`src/rtl/apif_pkg.sv`:
```
// ----------------------------------------------------------------------------
// apif_pkg
// Shared types and constants for the alpha plane inverse filter.
// ----------------------------------------------------------------------------
package apif_pkg;

   localparam int APIF_DATA_W    = 8;
   localparam int APIF_COUNT_W   = 14;
   localparam int APIF_MAX_WIDTH = 16384;
   localparam int APIF_CSR_IDX_W = 2;

   typedef enum logic [APIF_CSR_IDX_W-1:0] {
      CSR_IMAGE_WIDTH  = 2'd0,
      CSR_IMAGE_HEIGHT = 2'd1,
      CSR_FILTER_MODE  = 2'd2
   } csr_index_type;

   typedef enum logic [1:0] {
      FILTER_NONE       = 2'd0,
      FILTER_HORIZONTAL = 2'd1,
      FILTER_VERTICAL   = 2'd2,
      FILTER_GRADIENT   = 2'd3
   } filter_mode_type;

   // Position flags of the item in the reconstruct stage.
   typedef struct packed {
      logic first_row;
      logic first_col;
      logic in_range;
      logic end_of_row;
      logic end_of_frame;
   } pos_type;

endpackage

```
`src/rtl/apif_recon.sv`:
```
// ----------------------------------------------------------------------------
// apif_recon
// Predictor select and add; holds the left and upper-left pixels.
// ----------------------------------------------------------------------------
module apif_recon
   import apif_pkg::*;
(
   input  logic                   clock,
   input  logic                   reset,
   input  logic                   advance,
   input  filter_mode_type        mode,
   input  pos_type                pos,
   input  logic [APIF_DATA_W-1:0] residual,
   input  logic [APIF_DATA_W-1:0] above,
   output logic [APIF_DATA_W-1:0] alpha
);

   logic [APIF_DATA_W-1:0] left_ff, left_in;
   logic [APIF_DATA_W-1:0] upleft_ff, upleft_in;
   logic [APIF_DATA_W-1:0] pred;
   logic signed [APIF_DATA_W+1:0] grad;

   always_comb begin
      grad = $signed({2'b00, left_ff}) + $signed({2'b00, above})
           - $signed({2'b00, upleft_ff});
      pred = '0;
      if (mode != FILTER_NONE) begin
         if (pos.first_row && pos.first_col) begin
            pred = '0;
         end else if (pos.first_row) begin
            pred = left_ff;
         end else if (pos.first_col) begin
            pred = above;
         end else begin
            case (mode)
               FILTER_HORIZONTAL: pred = left_ff;
               FILTER_VERTICAL:   pred = above;
               FILTER_GRADIENT: begin
                  if (grad < 0) begin
                     pred = '0;
                  end else if (grad > 255) begin
                     pred = '1;
                  end else begin
                     pred = grad[APIF_DATA_W-1:0];
                  end
               end
               default: pred = '0;
            endcase
         end
      end
      alpha     = residual + pred;
      left_in   = advance ? alpha : left_ff;
      upleft_in = advance ? above : upleft_ff;
   end

   always_ff @(posedge clock) begin
      if (reset) begin
         left_ff   <= '0;
         upleft_ff <= '0;
      end else begin
         left_ff   <= left_in;
         upleft_ff <= upleft_in;
      end
   end

endmodule

```
`config.mk`:
```
export PLATFORM = sky130hd
export DESIGN_NAME = apif_recon
export DESIGN_NICKNAME = d
export VERILOG_FILES = /design/src/rtl/apif_pkg.sv /design/src/rtl/apif_recon.sv
export SDC_FILE = /design/constraint.sdc
export NUM_CORES = 1
export LEC_CHECK = 0
export ABC_AREA = 0
export BUFFER_PORTS_ARGS = -buffer_cell sky130_fd_sc_hd__buf_2
export CORE_MARGIN = 10
export CORE_UTILIZATION = 54
export CTS_CLUSTER_DIAMETER = 80
export DETAILED_ROUTE_END_ITERATION = 12
export PLACE_DENSITY = 0.8
export SLEW_MARGIN = 25
export SYNTH_ARGS = -nofsm -noshare
export SYNTH_HDL_FRONTEND = slang
export SYNTH_SLANG_ARGS = --single-unit
```
`constraint.sdc`:
```
create_clock -name clock -period 10.9 [get_ports clock]
set_clock_uncertainty 0.2 [all_clocks]
set_input_delay 2.725 -clock clock [delete_from_list [all_inputs] [get_ports clock]]
set_output_delay 2.725 -clock clock [all_outputs]
set_load 0.03 [all_outputs]
```
==> Yosys cells after proc, flatten, opt, wreduce, memory -nomap -nowiden <==
Cells that the tools add are included.
{ "word_totals": {"regBits": 16, "out_inout_bits": 8, "wordCells": 19} }
{ "op_classes": {"n_addsub": 3, "n_lt_le_gt_ge": 2, "n_eq_ne": 3, "muxes": 7, "n_reduce_logical": 2} }
{ "ops": {"columns": ["cell", "n"], "rows": [
  ["two-way mux 8 bit", 6],
  ["case mux 8 bit (3 select lines)", 1],
  ["greater-than comparator 10 x 9 -> 1 bit, second input constant", 1],
  ["less-than comparator 10 x 1 -> 1 bit, second input constant", 1],
  ["subtractor 9 x 8 -> 10 bit", 1],
  ["adder 8 x 8 -> 9 bit", 1],
  ["adder 8 bit", 1],
  ["== test 2 bit, second input constant", 2],
  ["== test 2 x 1 -> 1 bit, second input constant", 1],
  ["nonzero test 2 bit", 1],
  ["logical AND 1 bit", 1]
]} }

==> Logic depth before layout (Yosys ltp) <==
Gate-level depths: netlist of run 1.
{ "depth": {"word_depth": 11, "depth_mapped": 22, "mapped_depth_nobuf": 22} }

==> Least setup slack after synthesis of run 1 <==
Ideal clock, no wire load.
{ "synth_path": {"path_type": "input to output", "startpoint": "in above[1]", "endpoint": "out alpha[7]", "arrival_time_ns": 6.791, "required_ns": 7.975, "setup_slack_ns": 1.184, "path_stages": 16, "n_path_buf": 0, "path_cell_list": "fa_1 > fa_1 > a211oi_2 > nor2_1 > a21oi_2 > xor2_2 > o21ai_0 > a221oi_1 > o22a_2 > ha_1 > a21o_1 > a21oi_1 > o21ai_0 > a2111oi_0 > nor3_1 > xor2_1"} }
{ "synth_between": {"elab_chain_len": 11} }
{ "synth_lines": {"columns": ["item", "line", "text"], "rows": [
  ["from (decl)", "apif_recon.sv:14", "input logic [APIF_DATA_W-1:0] above,"],
  ["adder 8 x 8 -> 9 bit", "apif_recon.sv:24", "grad = $signed({2'b00, left_ff}) + $signed({2'b00, above})"],
  ["subtractor 9 x 8 -> 10 bit", "apif_recon.sv:25", "- $signed({2'b00, upleft_ff});"],
  ["greater-than comparator 10 x 9 -> 1 bit", "apif_recon.sv:41", "end else if (grad > 255) begin"],
  ["two-way mux 8 bit", "apif_recon.sv:41", null],
  ["two-way mux 8 bit", "apif_recon.sv:39", "if (grad < 0) begin"],
  ["case mux 8 bit (3 select lines)", "apif_recon.sv:35", "case (mode)"],
  ["two-way mux 8 bit *", "apif_recon.sv:32", "end else if (pos.first_col) begin"],
  ["two-way mux 8 bit *", "apif_recon.sv:30", "end else if (pos.first_row) begin"],
  ["two-way mux 8 bit *", "apif_recon.sv:28", "if (pos.first_row && pos.first_col) begin"],
  ["two-way mux 8 bit *", "apif_recon.sv:27", "if (mode != FILTER_NONE) begin"],
  ["adder 8 bit *", "apif_recon.sv:51", "alpha = residual + pred;"],
  ["to (decl)", "apif_recon.sv:15", "output logic [APIF_DATA_W-1:0] alpha"]
]} }
Every way passes the cells marked *; elsewhere a longest branch is shown, timed or not.

==> Final worst setup path of run 1 <==
Ends and elaborated chain as after synthesis.

==> impl_metrics.toml, run 1 <==
[run_status]
status = "complete, no violations"

[global_routing]
grt_usage_pct = 14.7
antenna_found_initial = 0
grt_overflow = 0
grt_pass1_vias = 1772
grt_start_max_net_pins = 21
grt_pass1_wl_mm = 7.89

[power_and_ir_drop]
peakVddDrop_v = 0.0000709
power_density_mw_per_mm2 = 135
finalPower_uw = 278
power_leakage_uw = 0.000943

[drt]
drc = 0
vias = 1776
final_antenna_net_count = 0
routed_wl_mm = 4.42
wl_per_cell_um = 14.6
firstDrtPassIters = 4
via_per_inst = 5.86
drt_iter0_markers = 100

[clock_tree]
cts-buffers-inserted = 3
cts_tree = "done"
clkTransAtPathRegs_ps = 100
htreeDepth = 1
root_buffer = "clkbuf_4"
clk_latency_ps = 290
cts-hold-fix-buffers = 0
clk_path_buf_depth = 2
post_cts_buffers = 0
cts_resized = 0
clock-sinks = 16

[timing]
clock.fmax_ghz = 0.0978
finalCritPeriodShare_pct = 93.8
hold_viol_final = 0
rsz0062_at_grt = "no"
fin_crit_ps = 10220
relSlewSlack_pct = 56.8
setup_tns_ps = 0
timing.final.max_slew_violations = 0
worst_pin_slew_ps = 646
setup_viol = 0

[floorplan]
placement_rows = 21
core_area_mm2 = 0.00336
top_level_ports = 34
initial_core_util_pct = 56.0
die_x_um = 79.1
die_y_um = 79.1
die_area_mm2 = 0.00625

[synthesis]
synth_top_area_share_pct = 17.0
synth_area_leader_cell = "dfxtp_1"
syn-cell-area_mm2 = 0.00188
synth.distinct_cells = 49
avgSynthCellArea_um2 = 8.09
synthCells = 233
yosysWarnings = 0
synth_common_cells = "32 x inv_1, 24 x nor2_1, 16 x a21oi_1, 16 x dfxtp_1, 16 x ha_1"
synth_edf_count = 0
yosys-top-cells-area = "dfxtp_1 17%, ha_1 11%, fa_1 9.6%, mux2i_1 6.9%, inv_1 6.4%"
yosysMostFrequentCell = "inv_1"
syn_nets = 284
ys.flop_type = "dfxtp_1"
synth-seq-area-share_pct = 17.0
async_flop_share_pct = 0
ys_ff_latch = 16

[placed_design]
portBuffers = 30
dp.final_hpwl_mm = 3.56
gp_congestion = 0.847

[worst_hold_path]
holdCritPathClass = "reg -> reg"

[setup_path]
cp.required_ps = 7980
critical_path_class = "in -> out"
end_kind = "output port"
reg2reg_setup_slack_ps = 5540
cp_slowest_stage_delay_ps = 530
critPathLaunchType = "input pin"
cp.arrival_ps = 7300
path_cells = "buf_2, fa_1, fa_1, a211oi_2, nor2_1, a21oi_2, xor2_2, o21ai_0, a221oi_1, o22a_2, ha_1, a21o_1, a21oi_1, o21ai_0, a2111oi_0, nor3_1, xor2_1, buf_2"
crit_slowest_cell = "fa_1"
critPathMaxFanout = 9

[finish]
fin_nets = 310
antenna_cells = 0
syn2layout_area_growth_pct = 8.96
layout-drive-gt1-share_pct = 16.3

[flow_run]
maxCapViolations = 0
## worst paths after layout
kind         depth (start not counted)    startpoint            to
max                                 18      above[1]      alpha[7]
min                                  2  upleft_ff[7]  upleft_ff[7]
max reg2reg                         20    left_ff[0]    left_ff[7]
min reg2reg                          2  upleft_ff[7]  upleft_ff[7]
## sequential cells by signal, summed over array words and instances (netlist names)
| signal | flops |
|---|---|
| upleft_ff | 8 |
| left_ff | 8 |
## final cells by class
class | instances | area, um2
clock buffers | 3 | 22.5
inverters | 32 | 120
multi-input cells | 176 | 1380
well taps | 46 | 57.6
fillers | 327 | 1310
repair buffers | 30 | 150
flip-flops and latches | 16 | 320
## worst max-delay path: cells and delay by family
family	cells	cell delay, ps
simple gates	2	310
xor+xnor	2	540
fa+ha+maj	3	1240
buf+inv	2	340
compound gates	9	2130
## metal layers
metal  routed length [um]  track usage (%)  vias up
met3                  206             2.14        4
met1                 2040             18.6      843
li1                     -                -      878
met4                   38             4.66        0
met5                    0                0        -
met2                 2140             24.8       51
## where the power goes
part / internal [uW] / switching [uW]
registers: 63.9 / 4.71
logic: 70.3 / 106
clock network: 12.8 / 20.0
## cell usage in the layout (no fill, tap or decap), types with 2 or more instances in the layout
cell type / synthesis / final
nor2_1: 24 / 24
buf_2: 1 / 30
clkbuf_4: 0 / 3
a221oi_1: 8 / 8
o21a_1: 3 / 3
mux2i_1: 13 / 13
and3_1: 2 / 2
xnor2_1: 7 / 7
a211oi_1: 3 / 3
ha_1: 16 / 16
a21o_1: 4 / 4
nor2b_1: 5 / 5
dfxtp_1: 16 / 16
a221o_1: 6 / 6
fa_1: 9 / 9
nand2_1: 13 / 13
o21ai_0: 14 / 14
a21oi_1: 16 / 16
xor2_1: 2 / 2
a21oi_2: 2 / 2
inv_1: 32 / 32
nor3_1: 5 / 5
## per-stage QoR
stage / instance area (um2) / worst slack (ps) / cells / hold WS, ps / util, %
final: 2050 / 676 / 303 / 309 / 61.0
after global routing: 2050 / 255 / 303 / 352 / 61.0
after CTS: 2050 / 699 / 303 / 312 / 61.0
after detailed placement: 2030 / 705 / 300 / 288 / 60.4
after global placement: 2030 / 703 / 300 / 276 / 60.4
after floorplan: 1880 / 1180 / 233 / 260 / -
## logic make-up after synthesis
family | after synthesis | share of synthesized area (%)
compound gates | 71 | 27.3
simple gates | 57 | 13.9
buf+inv | 41 | 9.63
fa+ha+maj | 25 | 20.2
flops | 16 | 17.0
mux | 13 | 6.91
xor+xnor | 10 | 5.05
Note: power is estimated with default switching activity, not from simulation.
==> inputs of run 2 (changes only) <==
--- a/config.mk
+++ b/config.mk
@@ -12,6 +12,8 @@
 export CTS_CLUSTER_DIAMETER = 80
 export DETAILED_ROUTE_END_ITERATION = 12
 export PLACE_DENSITY = 0.8
+export RECOVER_POWER = 50
+export SKIP_CTS_REPAIR_TIMING = 1
 export SLEW_MARGIN = 25
 export SYNTH_ARGS = -nofsm -noshare
 export SYNTH_HDL_FRONTEND = slang
==> impl_metrics.toml, run 2 (same netlist as run 1, synthesis figures left out) <==
[finish]
fin_nets = 310
antenna_cells = 0
top_regs = "left_ff: 8 flops, upleft_ff: 8 flops"
layout_commonest_cell = "inv_1"
fillers = 329
syn2layout_area_growth_pct = 8.63
final_cell_mix = "32 x inv_1, 29 x buf_2, 24 x nor2_1"
layout-drive-gt1-share_pct = 15.6
final_area_mm2 = 0.00205

[global_routing]
grt_usage_pct = 14.7
grt_busiest_layer = "met2"
met1_usage_pct = 18.6
met2_usage_pct = 24.8
met3_usage_pct = 2.14
grt_overflow = 0
grt_start_max_net_pins = 21
grt_pass1_vias = 1772
grt_pass1_wl_mm = 7.89
antenna_found_initial = 0

[clock_tree]
root_buffer = "clkbuf_4"
htreeDepth = 1
cts_tree = "done"
clk_latency_ps = 290
clkTransAtPathRegs_ps = 100
clock-sinks = 16
cts-buffers-inserted = 3
clk_path_buf_depth = 2

[timing]
worst_pin_slew_ps = 1240
finalCritPeriodShare_pct = 94.5
relSlewSlack_pct = 17.2
setup_viol = 0
clock.fmax_ghz = 0.0970
rsz0062_at_grt = "no"
setup_tns_ps = 0
hold_viol_final = 0
fin_crit_ps = 10310
holdWs_ps = 310
timing.final.ws_setup_ps = 595
timing.final.max_slew_violations = 0

[setup_path]
cp.arrival_ps = 7380
critPathLaunchType = "input pin"
critPathMaxFanout = 9
cp-startpoint = "above[1]"
crit_slowest_cell = "fa_1"
timing.rr.end = "left_ff[7]"
cp_num_buf_inv = 2
r2r_start = "left_ff[0]"
path_depth = 18
cp.required_ps = 7980
r2r_cells = 20
cp_slowest_stage_delay_ps = 530
critical_path_class = "in -> out"
end_kind = "output port"
critical-path-top-delay-family = "compound AO/OA/AOI/OAI gates"
endpoint = "alpha[7]"
path_cells = "buf_2, fa_1, fa_1, a211oi_1, nor2_1, a21oi_2, xor2_2, o21ai_0, a221oi_1, o22a_2, ha_1, a21o_1, a21oi_1, o21ai_0, a2111oi_0, nor3_1, xor2_1, buf_2"
reg2reg_setup_slack_ps = 5460

[drt]
final_antenna_net_count = 0
drt_iter0_markers = 103
routed_wl_mm = 4.44
drc = 0
via_per_inst = 5.84
wl_per_cell_um = 14.6
firstDrtPassIters = 5
vias = 1770

[power_and_ir_drop]
peakVddDrop_v = 0.0000705
power_density_mw_per_mm2 = 135
power_leakage_uw = 0.000939

[floorplan]
die_area_mm2 = 0.00625
die_x_um = 79.1
initial_core_util_pct = 56.0
placement_rows = 21
die_y_um = 79.1
core_area_mm2 = 0.00336
top_level_ports = 34

[placed_design]
dp.final_hpwl_mm = 3.56
gp_congestion = 0.847
placed_area_mm2 = 0.00203
portBuffers = 30
preCtsSetupSlack_ps = 705

[run_status]
status = "complete, no violations"

[flow_run]
maxCapViolations = 0

[worst_hold_path]
holdCritPathClass = "reg -> reg"
==> run 2: final cells by class <==
cell class | instances | area (um2) | area share (%)
inverters | 32 | 120 | 5.87
multi-input cells | 176 | 1380 | 67.3
flip-flops and latches | 16 | 320 | 15.6
clock buffers | 3 | 22.5 | 1.10
repair buffers | 30 | 149 | 7.27
well taps | 46 | 57.6 | 2.81
==> run 2: worst min path at each step <==
stage,slack (ps),end,cells past startpoint,from
after detailed placement,290,upleft_ff[7],2,upleft_ff[7]
after floorplan,260,upleft_ff[1],2,upleft_ff[1]
after global routing,350,upleft_ff[7],2,upleft_ff[7]
final,310,upleft_ff[7],2,upleft_ff[7]
after global placement,280,upleft_ff[7],2,upleft_ff[7]
after CTS,310,upleft_ff[7],2,upleft_ff[7]
==> run 2: stage by stage <==
stage          power [uW]  util, %  cells
6_report              277     60.9    303
2_1_floorplan         206        -    233
4_1_cts               277     61.0    303
3_5_place_dp          244     60.4    300
3_3_place_gp          241     60.4    300
5_1_grt               302     60.9    303
==> run 2: worst reg2reg max path, stage by stage, from the launching register on <==
cell and delay (ps):
dfxtp_1 380, inv_1 80, ha_1 280, inv_1 40, ha_1 210, fa_1 430, a211oi_1 300, nor2_1 120
a21oi_2 190, xor2_2 350, o21ai_0 160, a221oi_1 380, o22a_2 190, ha_1 210, a21o_1 180, a21oi_1 210
o21ai_0 140, a2111oi_0 450, nor3_1 220, or4_1 560, o311ai_1 80
==> run 2: per-layer routing <==
layer	up-vias	wire length (um)	part of all wire [%]
met4	0	38	0.86
met3	4	212	4.8
li1	875	-	-
met2	51	2130	48
met1	840	2050	46
met5	-	0	0
==> run 2: power breakdown <==
| part | internal, uW | leakage, uW | switching [uW] |
|---|---|---|---|
| Combinational | 69.8 | 0.000793 | 105 |
| Sequential | 63.9 | 0.000132 | 4.66 |
| Clock | 12.8 | 0.0000138 | 20.1 |
==> inputs of run 3 (changes only) <==
--- a/config.mk
+++ b/config.mk
@@ -7,13 +7,13 @@
 export LEC_CHECK = 0
 export ABC_AREA = 0
 export BUFFER_PORTS_ARGS = -buffer_cell sky130_fd_sc_hd__buf_2
+export CORE_ASPECT_RATIO = 0.7
 export CORE_MARGIN = 10
 export CORE_UTILIZATION = 54
 export CTS_CLUSTER_DIAMETER = 80
 export DETAILED_ROUTE_END_ITERATION = 12
 export PLACE_DENSITY = 0.8
 export RECOVER_POWER = 50
-export SKIP_CTS_REPAIR_TIMING = 1
 export SLEW_MARGIN = 25
 export SYNTH_ARGS = -nofsm -noshare
 export SYNTH_HDL_FRONTEND = slang
==> impl_metrics.toml, run 3 (same netlist as run 1, synthesis figures left out) <==
[timing]
timing.final.max_slew_violations = 0
clock.fmax_ghz = 0.0960
fin_crit_ps = 10420
finalCritPeriodShare_pct = 95.6
setup_viol = 0
rsz0062_at_grt = "no"
worst_pin_slew_ps = 1240
hold_viol_final = 0
relSlewSlack_pct = 17.2
setup_tns_ps = 0
timing.final.ws_setup_ps = 478

[clock_tree]
cts-hold-fix-buffers = 0
clkTransAtPathRegs_ps = 70
root_buffer = "clkbuf_8"
clk_latency_ps = 250
cts-buffers-inserted = 3
htreeDepth = 1
post_cts_buffers = 0
clk_path_buf_depth = 2
clock-sinks = 16
cts_tree = "done"
cts_resized = 0

[global_routing]
grt_start_max_net_pins = 21
antenna_found_initial = 0
grt_pass1_vias = 1706
grt_pass1_wl_mm = 7.70
grt_overflow = 0
grt_usage_pct = 13.9

[drt]
wl_met3_um = 350
routed_wl_mm = 4.51
dr.max_layer_used = "met4"
wl_per_cell_um = 14.8
drt_iter0_markers = 118
final_antenna_net_count = 0
met2_wirelength_mm = 2.00
vias = 1754
via_per_inst = 5.77
drc = 0
drt-met1-wl_mm = 2.15
firstDrtPassIters = 4

[finish]
layout-drive-gt1-share_pct = 15.2
final_cell_mix = "32 x inv_1, 28 x buf_2, 24 x nor2_1, 17 x a21oi_1"
syn2layout_area_growth_pct = 9.69
top_regs = "left_ff: 8 flops, upleft_ff: 8 flops"
layout_commonest_cell = "inv_1"
fin_nets = 310
fillers = 298
antenna_cells = 0
final_area_mm2 = 0.00207

[setup_path]
end_kind = "output port"
critPathMaxFanout = 9
cp.required_ps = 7980
critPathLaunchType = "input pin"
cp.arrival_ps = 7500
critical_path_class = "in -> out"

[worst_hold_path]
holdCritPathClass = "reg -> reg"

[floorplan]
die_y_um = 69.4
die_x_um = 90.6
core_area_mm2 = 0.00325
die_area_mm2 = 0.00629
initial_core_util_pct = 57.9
placement_rows = 17
top_level_ports = 34

[power_and_ir_drop]
peakVddDrop_v = 0.0000810
finalPower_uw = 290
power_density_mw_per_mm2 = 140
power_leakage_uw = 0.000945

[flow_run]
maxCapViolations = 0

[placed_design]
placed_area_mm2 = 0.00203
portBuffers = 30
dp.final_hpwl_mm = 3.67
preCtsSetupSlack_ps = 589
gp_congestion = 0.820

[run_status]
status = "complete, no violations"
==> run 3: power breakdown <==
part	internal, uW	total, uW	switching [uW]
clock network	24.5	46.3	21.8
registers	64.0	68.2	4.25
logic	70.0	176	106
total	159	290	132
==> run 3: area by class of cell <==
cell class	instances	area [um2]	share of cell area, %
inverters	32	120	5.81
clock buffers	3	41.3	2.00
multi-input cells	176	1380	66.7
well taps	47	58.8	2.85
repair buffers	30	148	7.14
flip-flops and latches	16	320	15.5
==> run 3: worst paths after layout <==
check,from,end,slack (ps),cells after the start
min,upleft_ff[1],upleft_ff[1],300,2
max reg2reg,left_ff[1],left_ff[7],5380,17
max,above[1],alpha[7],480,18
min reg2reg,upleft_ff[1],upleft_ff[1],300,2
==> run 3: worst max-delay path: stages <==
cell and delay (ps):
clkbuf_1 130, fa_1 550, fa_1 510, a211oi_2 240
nor2_1 100, a21oi_1 230, xor2_2 360, o21ai_0 150
a221oi_1 390, o22a_2 200, ha_1 220, a21o_1 180
a21oi_1 210, o21ai_0 160, a2111oi_0 530, nor3_1 200
xor2_1 180, buf_2 220
==> run 3: metrics by stage <==
step	utilization (%)	std cells	hold WS [ps]
detailed placement	62.4	301	292
CTS	63.7	304	309
finish	63.5	304	305
global route	63.5	304	350
floorplan	-	233	260
global placement	62.4	301	278
==> run 3: per-layer routing <==
metal	track usage [%]	vias to the layer above
met2	21.7	66
met3	4.20	2
met5	0	-
li1	-	877
met1	18.9	809
met4	1.22	0
